==> src/rtl/pls_pkg.sv <==
// Shared types and constants for the positional list store.
`timescale 1ns / 1ps

package pls_pkg;

	localparam int CAPACITY_DEF  = 64;
	localparam int WORD_BITS_DEF = 32;
	localparam int ACT_W         = 2;
	localparam int POS_W         = 7;
	localparam int WORD_W        = 32;
	localparam int STAT_W        = 2;
	localparam int COUNT_W       = 7;

	typedef enum logic [ACT_W-1:0] {
		ACT_READ   = 2'd0,
		ACT_WRITE  = 2'd1,
		ACT_INSERT = 2'd2,
		ACT_REMOVE = 2'd3
	} action_t;

	typedef enum logic [STAT_W-1:0] {
		ST_OK           = 2'd0,
		ST_BAD_POSITION = 2'd1,
		ST_FULL         = 2'd2
	} status_t;

	typedef enum logic [2:0] {
		S_IDLE,
		S_FETCH,
		S_CAPTURE,
		S_MOVE_RD,
		S_MOVE_WR,
		S_WR_ONE,
		S_DONE
	} state_t;

	typedef struct packed {
		logic rd_en;
		logic wr_en;
	} mem_ctl_t;

endpackage

==> src/rtl/pls_mem.sv <==
// Entry memory: one write port, one registered read port.
`timescale 1ns / 1ps

module pls_mem #(
	parameter int DEPTH = pls_pkg::CAPACITY_DEF,
	parameter int WIDTH = pls_pkg::WORD_BITS_DEF,
	localparam int ADDR_W = $clog2(DEPTH)
) (
	input  logic                 clk,
	input  pls_pkg::mem_ctl_t    ctl,
	input  logic [ADDR_W-1:0]    waddr,
	input  logic [ADDR_W-1:0]    raddr,
	input  logic [WIDTH-1:0]     wdata,
	output logic [WIDTH-1:0]     rdata
);

	logic [WIDTH-1:0] mem_q [DEPTH];
	logic [WIDTH-1:0] rdata_q;

	always_ff @(posedge clk) begin
		if (ctl.wr_en) begin
			mem_q[waddr] <= wdata;
		end
	end

	always_ff @(posedge clk) begin
		if (ctl.rd_en) begin
			rdata_q <= mem_q[raddr];
		end
	end

	assign rdata = rdata_q;

endmodule

==> src/rtl/pls_seq.sv <==
// Request sequencer with the shared index stepper for entry moves.
`timescale 1ns / 1ps

module pls_seq #(
	parameter int CAPACITY  = pls_pkg::CAPACITY_DEF,
	parameter int WORD_BITS = pls_pkg::WORD_BITS_DEF,
	localparam int ADDR_W = $clog2(CAPACITY),
	localparam int CNT_W  = $clog2(CAPACITY + 1)
) (
	input  logic                          clk,
	input  logic                          arst_n,
	input  logic                          in_valid,
	output logic                          in_stall,
	input  logic [pls_pkg::ACT_W-1:0]     action,
	input  logic [pls_pkg::POS_W-1:0]     position,
	input  logic [WORD_BITS-1:0]          word_st,
	output pls_pkg::mem_ctl_t             mem_ctl,
	output logic [ADDR_W-1:0]             waddr,
	output logic [ADDR_W-1:0]             raddr,
	output logic [WORD_BITS-1:0]          wdata,
	input  logic [WORD_BITS-1:0]          rdata,
	output logic                          fin,
	input  logic                          out_free,
	output logic [WORD_BITS-1:0]          res_word,
	output pls_pkg::status_t              res_status,
	output logic [CNT_W-1:0]              cnt
);

	localparam int CMP_W = ((CNT_W > pls_pkg::POS_W) ? CNT_W : pls_pkg::POS_W) + 1;

	pls_pkg::state_t  state_q, state_d;
	pls_pkg::action_t act;
	pls_pkg::status_t stat_q;
	logic [CNT_W-1:0]     cnt_q;
	logic [CNT_W-1:0]     cnt_m2;
	logic [WORD_BITS-1:0] word_q;
	logic [WORD_BITS-1:0] res_q;
	logic [ADDR_W-1:0]    slot_q;
	logic [ADDR_W-1:0]    idx_q;
	logic [ADDR_W-1:0]    end_q;
	logic [ADDR_W-1:0]    nb;
	logic [ADDR_W-1:0]    slot_a;
	logic                 up_q;
	logic                 move_q;
	logic [CMP_W-1:0]     pos_x;
	logic [CMP_W-1:0]     cnt_x;
	logic [CMP_W-1:0]     lim_x;
	logic [CMP_W-1:0]     slot_x;
	logic                 bad;
	logic                 full;
	logic                 acc;

	assign act    = pls_pkg::action_t'(action);
	assign pos_x  = CMP_W'(position);
	assign cnt_x  = CMP_W'(cnt_q);
	assign lim_x  = (act == pls_pkg::ACT_INSERT) ? cnt_x + CMP_W'(1) : cnt_x;
	assign bad    = (pos_x == '0) || (pos_x > lim_x);
	assign full   = (act == pls_pkg::ACT_INSERT) && (cnt_q == CNT_W'(CAPACITY));
	assign slot_x = pos_x - CMP_W'(1);
	assign slot_a = slot_x[ADDR_W-1:0];
	assign cnt_m2 = cnt_q - CNT_W'(2);
	assign nb     = up_q ? idx_q + ADDR_W'(1) : idx_q - ADDR_W'(1);
	assign acc    = (state_q == pls_pkg::S_IDLE) && in_valid;

	always_ff @(posedge clk or negedge arst_n) begin
		if (!arst_n) begin
			state_q <= pls_pkg::S_IDLE;
			cnt_q   <= '0;
		end else begin
			state_q <= state_d;
			if (acc && !bad && !full) begin
				if (act == pls_pkg::ACT_INSERT) begin
					cnt_q <= cnt_q + CNT_W'(1);
				end else if (act == pls_pkg::ACT_REMOVE) begin
					cnt_q <= cnt_q - CNT_W'(1);
				end
			end
		end
	end

	always_ff @(posedge clk) begin
		if (acc) begin
			word_q <= word_st;
			slot_q <= slot_a;
			res_q  <= '0;
			up_q   <= (act == pls_pkg::ACT_REMOVE);
			move_q <= (act == pls_pkg::ACT_REMOVE) && (pos_x < cnt_x);
			if (bad) begin
				stat_q <= pls_pkg::ST_BAD_POSITION;
			end else if (full) begin
				stat_q <= pls_pkg::ST_FULL;
			end else begin
				stat_q <= pls_pkg::ST_OK;
			end
			if (act == pls_pkg::ACT_INSERT) begin
				idx_q <= cnt_q[ADDR_W-1:0];
				end_q <= slot_a + ADDR_W'(1);
			end else begin
				idx_q <= slot_a;
				end_q <= cnt_m2[ADDR_W-1:0];
			end
		end else if (state_q == pls_pkg::S_CAPTURE) begin
			res_q <= rdata;
		end else if (state_q == pls_pkg::S_MOVE_WR) begin
			idx_q <= nb;
		end
	end

	always_comb begin
		state_d       = state_q;
		in_stall      = 1'b1;
		mem_ctl.rd_en = 1'b0;
		mem_ctl.wr_en = 1'b0;
		raddr         = idx_q;
		waddr         = idx_q;
		wdata         = rdata;
		fin           = 1'b0;
		case (state_q)
			pls_pkg::S_IDLE: begin
				in_stall = 1'b0;
				if (in_valid) begin
					if (bad || full) begin
						state_d = pls_pkg::S_DONE;
					end else begin
						case (act)
							pls_pkg::ACT_READ:   state_d = pls_pkg::S_FETCH;
							pls_pkg::ACT_REMOVE: state_d = pls_pkg::S_FETCH;
							pls_pkg::ACT_WRITE:  state_d = pls_pkg::S_WR_ONE;
							pls_pkg::ACT_INSERT: begin
								state_d = (pos_x <= cnt_x) ? pls_pkg::S_MOVE_RD
								                           : pls_pkg::S_WR_ONE;
							end
							default: state_d = pls_pkg::S_IDLE;
						endcase
					end
				end
			end
			pls_pkg::S_FETCH: begin
				mem_ctl.rd_en = 1'b1;
				raddr         = idx_q;
				state_d       = pls_pkg::S_CAPTURE;
			end
			pls_pkg::S_CAPTURE: begin
				state_d = move_q ? pls_pkg::S_MOVE_RD : pls_pkg::S_DONE;
			end
			pls_pkg::S_MOVE_RD: begin
				mem_ctl.rd_en = 1'b1;
				raddr         = nb;
				state_d       = pls_pkg::S_MOVE_WR;
			end
			pls_pkg::S_MOVE_WR: begin
				mem_ctl.wr_en = 1'b1;
				waddr         = idx_q;
				wdata         = rdata;
				if (idx_q == end_q) begin
					state_d = up_q ? pls_pkg::S_DONE : pls_pkg::S_WR_ONE;
				end else begin
					state_d = pls_pkg::S_MOVE_RD;
				end
			end
			pls_pkg::S_WR_ONE: begin
				mem_ctl.wr_en = 1'b1;
				waddr         = slot_q;
				wdata         = word_q;
				state_d       = pls_pkg::S_DONE;
			end
			pls_pkg::S_DONE: begin
				fin = 1'b1;
				if (out_free) begin
					state_d = pls_pkg::S_IDLE;
				end
			end
			default: state_d = pls_pkg::S_IDLE;
		endcase
	end

	assign res_word   = res_q;
	assign res_status = stat_q;
	assign cnt        = cnt_q;

endmodule

==> src/rtl/positional_list_store.sv <==
// Top level of the positional list store: sequencer, entry memory, result register.
// A rejected request goes straight to the result; overwrite writes its entry, read fetches
// and captures the entry, remove fetches and captures it and then moves the later entries down,
// and insert moves the entries from its position on up and then writes its entry; each move
// is one read and one write of the single-port-pair entry memory. The next request is taken in
// the cycle after the result is loaded into the output register. Reset clears the entry count and the
// control state; memory contents stay undefined until written.
`timescale 1ns / 1ps

module positional_list_store #(
	parameter int CAPACITY  = pls_pkg::CAPACITY_DEF,
	parameter int WORD_BITS = pls_pkg::WORD_BITS_DEF
) (
	input  logic                              clk,
	input  logic                              arst_n,
	input  logic                              in_valid,
	output logic                              in_stall,
	input  logic [pls_pkg::ACT_W-1:0]         action,
	input  logic [pls_pkg::POS_W-1:0]         position,
	input  logic signed [pls_pkg::WORD_W-1:0] word_in,
	output logic                              out_valid,
	input  logic                              out_stall,
	output logic signed [pls_pkg::WORD_W-1:0] word_out,
	output logic [pls_pkg::STAT_W-1:0]        status,
	output logic [pls_pkg::COUNT_W-1:0]       entry_count
);

	localparam int ADDR_W = $clog2(CAPACITY);
	localparam int CNT_W  = $clog2(CAPACITY + 1);
	localparam int WX_W   = (WORD_BITS > pls_pkg::WORD_W) ? WORD_BITS : pls_pkg::WORD_W;
	localparam int CX_W   = (CNT_W > pls_pkg::COUNT_W) ? CNT_W : pls_pkg::COUNT_W;

	pls_pkg::mem_ctl_t mem_ctl;
	pls_pkg::status_t  res_status;
	pls_pkg::status_t  status_q;
	logic [ADDR_W-1:0]         waddr;
	logic [ADDR_W-1:0]         raddr;
	logic [WORD_BITS-1:0]      wdata;
	logic [WORD_BITS-1:0]      rdata;
	logic [WORD_BITS-1:0]      word_st;
	logic [WORD_BITS-1:0]      res_word;
	logic [WX_W-1:0]           win_x;
	logic [WX_W-1:0]           wout_x;
	logic [CX_W-1:0]           cnt_x;
	logic [CNT_W-1:0]          cnt;
	logic [CNT_W-1:0]          count_q;
	logic [pls_pkg::WORD_W-1:0] word_out_q;
	logic                      out_valid_q;
	logic                      fin;
	logic                      out_free;
	logic                      load;

	assign win_x   = WX_W'(word_in);
	assign word_st = win_x[WORD_BITS-1:0];

	pls_seq #(
		.CAPACITY  (CAPACITY),
		.WORD_BITS (WORD_BITS)
	) u_seq (
		.clk        (clk),
		.arst_n     (arst_n),
		.in_valid   (in_valid),
		.in_stall   (in_stall),
		.action     (action),
		.position   (position),
		.word_st    (word_st),
		.mem_ctl    (mem_ctl),
		.waddr      (waddr),
		.raddr      (raddr),
		.wdata      (wdata),
		.rdata      (rdata),
		.fin        (fin),
		.out_free   (out_free),
		.res_word   (res_word),
		.res_status (res_status),
		.cnt        (cnt)
	);

	pls_mem #(
		.DEPTH (CAPACITY),
		.WIDTH (WORD_BITS)
	) u_mem (
		.clk   (clk),
		.ctl   (mem_ctl),
		.waddr (waddr),
		.raddr (raddr),
		.wdata (wdata),
		.rdata (rdata)
	);

	assign out_free = !out_valid_q || !out_stall;
	assign load     = fin && out_free;
	assign wout_x   = WX_W'(res_word);

	always_ff @(posedge clk or negedge arst_n) begin
		if (!arst_n) begin
			out_valid_q <= 1'b0;
		end else if (load) begin
			out_valid_q <= 1'b1;
		end else if (!out_stall) begin
			out_valid_q <= 1'b0;
		end
	end

	always_ff @(posedge clk) begin
		if (load) begin
			word_out_q <= wout_x[pls_pkg::WORD_W-1:0];
			status_q   <= res_status;
			count_q    <= cnt;
		end
	end

	assign cnt_x       = CX_W'(count_q);
	assign out_valid   = out_valid_q;
	assign word_out    = word_out_q;
	assign status      = status_q;
	assign entry_count = cnt_x[pls_pkg::COUNT_W-1:0];

	a_cnt_bound: assert property (@(posedge clk) disable iff (!arst_n)
		cnt <= CNT_W'(CAPACITY))
		else $error("entry count above capacity");

	a_cnt_hold: assert property (@(posedge clk) disable iff (!arst_n)
		in_stall |=> $stable(cnt))
		else $error("entry count changed while a request was in progress");

	a_out_rise: assert property (@(posedge clk) disable iff (!arst_n)
		$rose(out_valid_q) |-> $past(fin))
		else $error("result raised without a finished request");

	a_full_cnt: assert property (@(posedge clk) disable iff (!arst_n)
		(out_valid_q && (status_q == pls_pkg::ST_FULL)) |-> (count_q == CNT_W'(CAPACITY)))
		else $error("full status with a store that is not full");

endmodule
==> config.mk <==
export PLATFORM = sky130hd
export DESIGN_NAME = positional_list_store
export DESIGN_NICKNAME = d
export VERILOG_FILES = /design/src/rtl/pls_pkg.sv /design/src/rtl/pls_mem.sv /design/src/rtl/pls_seq.sv /design/src/rtl/positional_list_store.sv
export SDC_FILE = /design/constraint.sdc
export NUM_CORES = 2
export LEC_CHECK = 0
export BUFFER_PORTS_ARGS = -buffer_cell sky130_fd_sc_hd__buf_2
export CAP_MARGIN = 0
export CELL_PAD_IN_SITES_DETAIL_PLACEMENT = 1
export CELL_PAD_IN_SITES_GLOBAL_PLACEMENT = 1
export CORE_MARGIN = 1
export CORE_UTILIZATION = 58
export DETAILED_ROUTE_END_ITERATION = 7
export PLACE_DENSITY = 0.82
export SYNTH_ARGS = -nofsm -noshare
export SYNTH_HDL_FRONTEND = slang
export SYNTH_SLANG_ARGS = --single-unit
==> constraint.sdc <==
create_clock -name clk -period 8.5 [get_ports clk]
set_clock_uncertainty 0.2 [all_clocks]
set_input_delay 0 -clock clk [delete_from_list [all_inputs] [get_ports clk]]
set_output_delay 0 -clock clk [all_outputs]
set_load 0.02 [all_outputs]
== After elaboration in Yosys (flattened, before gate mapping) ==
Memories as Yosys holds them, arrays and structs flattened. A register that Yosys moved wholly into a read port is not among the register bits.
Cells that the tools add are included.
Cells by class
  $add $sub $neg: 8
  $mul: 0
  div/mod/pow operators: 0
  magnitude comparators: 3
  equality and inequality tests: 15
  shift-type cells: 0
  muxes and demuxes: 30
  bitwise logic cells: 0
  reductions and logical operators: 24
Operator list (number)
  2-to-1 mux 6 bit: 8
  2-to-1 mux 32 bit: 1
  one-hot mux 3 bit (7 select lines): 1
  2-to-1 mux 3 bit: 6
  2-to-1 mux 7 bit: 2
  adder 6 x 1 -> 6 bit, second input constant: 2
  subtractor 6 x 1 -> 6 bit, second input constant: 2
  == test 3 bit, second input constant: 3
  one-hot mux 3 bit (3 select lines): 1
  adder 7 x 1 -> 8 bit, second input constant: 1
  > comparator 7 x 8 -> 1 bit: 1
  zero test 8 bit: 1
  2-to-1 mux 1 bit: 8
  2-to-1 mux 8 bit: 1
  adder 7 x 1 -> 7 bit, second input constant: 1
  == test 7 bit, second input constant: 1
  <= comparator 7 bit: 1
  less-than comparator 7 bit: 1
  subtractor 7 x 1 -> 7 bit, second input constant: 1
  == test 3 x 2 -> 1 bit, second input constant: 2
  == test 6 bit: 1
  logical AND 1 bit: 6
  AND reduction 2 bit: 3
  OR reduction 2 bit: 3
  12 further kinds: 22
Word-level totals
  bits in registers: 138
  bits in latches: 0
  memory bits (writable): 2048
  memory bits (read-only): 0
  output and inout bits: 43
  memories: 1
Memory list
  u_mem.mem_q: words 64, bits a word 32, rd ports 1, clocked after Yosys merged registers in 1, wr ports 1, RTL line pls_mem.sv:17  | logic [WIDTH-1:0] mem_q [DEPTH];

== Depth between registers and ports, before layout ==
  depth in word-level cells: 8
  depth in mapped cells: 16

== By module ==
Synthesis repeated with hierarchy kept, for this count alone.
Unflattened totals
  cells, all modules: 3862
  area total of the unflattened synthesis: 85264.3 um^2
By module, submodules not included
  pls_mem: instances 1, cells each 3324, area an instance 78835.6 um^2
  pls_seq: instances 1, cells each 493, area an instance 5149.9 um^2
  positional_list_store: instances 1, cells each 45, area an instance 1278.7 um^2

== Worst setup path before layout ==
OpenSTA, ideal clock, no wires.
  kind: register to register
  from: register u_seq.state_q[1]
  to: register count_q[0] (netlist: entry_count[0]) (enable)
  library setup time: 0.499 ns
  arrival time: 3.597 ns
  data required time: 7.801 ns
  setup slack: 4.204 ns
  stages on the path, launching flop included: 4
  path buffers: 1
  period minus slack after synthesis: 4.296 ns
  path through: dfrtp_1 buf_2 nand2_1 nor3b_1
Between the ends
  longest elaborated chain between the ends: 3
RTL lines
  from (decl): RTL line pls_seq.sv:31  | pls_pkg::state_t state_q, state_d;
  from (signal assigned): RTL line pls_seq.sv:67  | state_q <= pls_pkg::S_IDLE;
  from (signal assigned): RTL line pls_seq.sv:70  | state_q <= state_d;
  == test 3 bit: RTL line pls_seq.sv:118  | case (state_q)
  2-to-1 mux 1 bit: RTL line pls_seq.sv:118
  logical AND 1 bit: RTL line positional_list_store.sv:92  | assign load = fin && out_free;
  via load: RTL line positional_list_store.sv:51  | logic load;
  to (signal assigned): RTL line positional_list_store.sv:109  | count_q <= cnt;
  to (decl): RTL line positional_list_store.sv:46  | logic [CNT_W-1:0] count_q;
The timed path passes the listed nets, and every way through them passes these cells.
A chain may end at the register's enable or synchronous reset.

== Worst setup path after layout ==
  from: register u_seq.up_q
  to: register u_mem.rdata_q[10] (netlist: u_mem.rdata[10]), read port of u_mem.mem_q, data pin
Between the ends
  longest elaborated chain between the ends: 2
RTL lines
  from (decl): RTL line pls_seq.sv:43  | logic up_q;
  from (signal assigned): RTL line pls_seq.sv:86  | up_q <= (act == pls_pkg::ACT_REMOVE);
  2-to-1 mux 6 bit: RTL line pls_seq.sv:62  | assign nb = up_q ? idx_q + ADDR_W'(1) : idx_q - ADDR_W'(1);
  2-to-1 mux 6 bit: RTL line pls_seq.sv:118
  to (decl): RTL line pls_mem.sv:18  | logic [WIDTH-1:0] rdata_q;
No other way between the ends.

==> flow_metrics.tcl <==
set metrics [dict create \
    outcome "finished with violations" \
    violations "max-capacitance violations, max-slew violations" \
    path_class "reg -> reg" \
    timing.fmax_mhz 148 \
    place_hpwl_mm 144 \
    drtIter0Drc 9955 \
    grt_remaining_overflow 0 \
    synth_seq_cells 2218 \
    drt-total-wl_mm 295 \
    drv_slew 1 \
    coreArea_sq_mm 0.140 \
    routabilityCongestion 0.887 \
    drive_gt1_share_pct 12.5 \
    grt_pass1_wl_mm 410 \
    hold_viol 0 \
    vias 55500 \
    numCtsBuffers 209 \
    worstPathMaxFanout 28 \
    start_kind "flop" \
    synth_edf_count 2175 \
    fillerInstances 12000 \
    slew_headroom_pct -0.274 \
    ctsResizeCount 0 \
    die_h_um 377 \
    synthDominantCellAreaShare_pct 80.1 \
    fp-row-count 137 \
    syn_nets 5074 \
    grt_pass1_vias 56300 \
    power_leakage_nw 29.0 \
    syn_area_sq_mm 0.0816 \
    peakVddDrop_v 0.000348 \
    synth_top_area_cell "edfxtp_1" \
    clkSlewWorstSetupHoldPaths_ns 0.07 \
    nets 5278 \
    cp.arrival_ns 7.17 \
    critPathCaptureType "flop" \
    dp.cells 6780 \
    power_w 0.0386 \
    cts_tree "built" \
    drt_pre_antenna_iters 8 \
    yosysUniqueCellTypes 66 \
    vias_per_cell 7.64 \
    ys_top_cells_by_area "edfxtp_1 80%, o22ai_1 8.6%, nor3_1 3.2%" \
    synthToLayoutAreaGrowth_pct 13.5 \
    grt_max_degree 176 \
    slowest_stage "nor4_1" \
    drc 0 \
    antenna_found_initial 25 \
    async_reset_ff_share_pct 0.496 \
    synth_ff_type "edfxtp_1" \
    portBuffers 87 \
    critPathTopFamily "compound AO/OA/AOI/OAI gates" \
    cp_num_buf_inv 3 \
    start_util_pct 58.5 \
    power_density_mw_per_mm2 417 \
    clock_sinks 2218 \
    fin_cells 7263 \
    clockRootBuffer "clkbuf_16" \
    grt_usage_pct 41.2 \
    ant_nets 0 \
    avgSynthCellArea_sq_um 16.3 \
    synth_cells 4995 \
    worstSkewPairLatency_ns 0.90 \
    setup_viol 0 \
    min_path_type "in -> reg" \
    dieArea_sq_mm 0.142 \
    cp_cell_sequence "inv_1 > ha_1 > a211oi_2 > nor2_4 > xnor2_4 > o31a_2 > buf_4 > buf_4 > nor3_1 > nor4_1 > o22ai_1 > or3_1" \
    tightest_slew_ns 1.49 \
    min_period_ns 6.77 \
    crit_required_ns 8.90 \
    post_cts_buffers 0 \
    die_w_um 377 \
    worst_path_largest_cell_delay_ns 1.08 \
    rsz0062_at_grt "false" \
    fin_tns_setup_ns 0 \
    fin_crit_sh_pct 79.7 \
    maxCapViolations 1 \
    ys_seq_area_share_pct 81.2 \
    io_pins 88 \
    crit_path_frequent_cell "buf_4" \
    wire_per_inst_um 40.6 \
    yosysWarnings 0 \
    clockBufferDepth 3 \
    h-tree-depth 4 \
]
==> power by group <==
| group | internal, W | switching (W) |
|---|---|---|
| clock | 0.00527 | 0.00437 |
| sequential | 0.0145 | 0.000570 |
| combinational | 0.00315 | 0.0107 |
==> layout make-up <==
class / instances / area [sq um] / area share, %
flip-flops and latches: 2218 / 66200 / 71.5
clock inverters: 127 / 1270 / 1.37
well taps: 1876 / 2350 / 2.53
clock buffers: 262 / 5570 / 6.02
repair buffers: 327 / 2580 / 2.79
multi-input cells: 2416 / 14500 / 15.6
inverters: 27 / 101 / 0.109
diodes: 10 / 25.0 / 0.0270
==> synthesized netlist by cell type (14+ instances only) <==
cell type / count
o21ai_0: 21
dfxtp_1: 32
xnor2_1: 21
buf_1: 54
nand3_1: 16
o22ai_1: 1120
ha_1: 32
clkbuf_1: 168
xor2_1: 14
nor4_1: 65
a21oi_1: 48
nor2_1: 223
nand2_1: 205
nor3_1: 520
or3_1: 33
buf_2: 102
inv_1: 24
edfxtp_1: 2175
==> through the flow <==
step / cell area (sq um) / hold WS, ns / util, % / setup slack, ns
3_3_place_gp: 84900 / -0.281 / 60.8 / 2.47
4_1_cts: 92600 / 0.0188 / 66.3 / 2.12
2_1_floorplan: 81600 / -0.496 / - / 4.20
3_5_place_dp: 84900 / -0.261 / 60.8 / 2.20
5_1_grt: 92600 / 0.0586 / 66.4 / 1.93
6_report: 92600 / 0.0629 / 66.4 / 1.73
==> worst reg2reg max path: cells and delay by family, from the launching register on <==
kind	cells	cell delay [ns]
compound gates	3	1.89
xor+xnor	1	0.32
fa+ha+maj	1	0.36
buf+inv	3	1.30
flops	1	0.59
simple gates	4	1.85
==> cell families after synthesis <==
group / Yosys count / share of synthesized area [%]
AOI/OAI and AO/OA: 1239 / 9.54
xor gates and xnor gates: 37 / 0.429
adders and majority gates: 34 / 0.540
buffers and inverters: 361 / 1.88
DFF: 2218 / 81.2
muxes: 5 / 0.0629
and+or+nand+nor: 1101 / 6.37
==> flip-flops by register name (all words and copies together) (netlist names) <==
name and count:
u_seq.word_q 32, u_seq.slot_q 6, status 2, u_seq.res_status 2, word_out 32, u_mem.mem_q 2048, u_seq.move_q 1, u_seq.res_word 32
u_seq.state_q 3, u_seq.idx_q 6, entry_count 7, out_valid 1, u_mem.rdata 32, u_seq.cnt 7, u_seq.end_q 6, u_seq.up_q 1
==> worst paths after layout <==
check | startpoint | end | slack (ns) | depth (start not counted)
worst max-delay path | u_seq.up_q | u_mem.rdata[10] | 1.73 | 12
min in group asynchronous | arst_n | u_seq.state_q[2] | 0.18 | 3
worst min register to register | u_seq.res_word[2] | word_out[2] | 0.25 | 0
worst max register to register | u_seq.up_q | u_mem.rdata[10] | 1.73 | 12
max in group asynchronous | arst_n | u_seq.state_q[0] | 7.32 | 3
worst min-delay path | position[2] | u_seq.end_q[2] | 0.06 | 4
==> routing by layer <==
layer / vias up / global-route usage (%) / share of wire [%]
li1: 20800 / - / -
met1: 27500 / 50.6 / 32
met2: 5690 / 63.2 / 46
met3: 1469 / 13.1 / 15
met4: 16 / 26.7 / 7.5
met5: - / 0 / 0.038
==> repair_timing <==
| item | in CTS | in global routing |
|---|---|---|
| hold buffers | 84 | 0 |
| setup endpoints to repair | 0 | 0 |
| endpoints found under the hold margin | 150 | 0 |
==> layout by cell type, fill, tap and decap left out, types with 6 or more instances in the layout <==
| master | instances |
|---|---|
| dlygate4sd3_1 | 84 |
| nand3_1 | 15 |
| edfxtp_1 | 2175 |
| clkinv_2 | 42 |
| clkbuf_16 | 211 |
| nor2_4 | 67 |
| dfxtp_1 | 32 |
| a21o_1 | 7 |
| nor3_1 | 520 |
| o22ai_1 | 1120 |
| nand2_2 | 31 |
| clkinv_1 | 47 |
| inv_1 | 24 |
| or3_1 | 33 |
| xnor2_1 | 21 |
| ha_1 | 32 |
| clkbuf_1 | 41 |
| nand2_1 | 173 |
| o21ai_0 | 21 |
| buf_12 | 11 |
| dfrtp_1 | 11 |
| clkinvlp_4 | 7 |
| a21oi_1 | 48 |
| nor2_1 | 157 |
| bufinv_16 | 20 |
| buf_2 | 87 |
| a31oi_1 | 6 |
| buf_4 | 145 |
| diode_2 | 10 |
| clkbuf_8 | 10 |
| xor2_1 | 14 |
| nor4_1 | 63 |
Power figures use the tool's default switching activity.
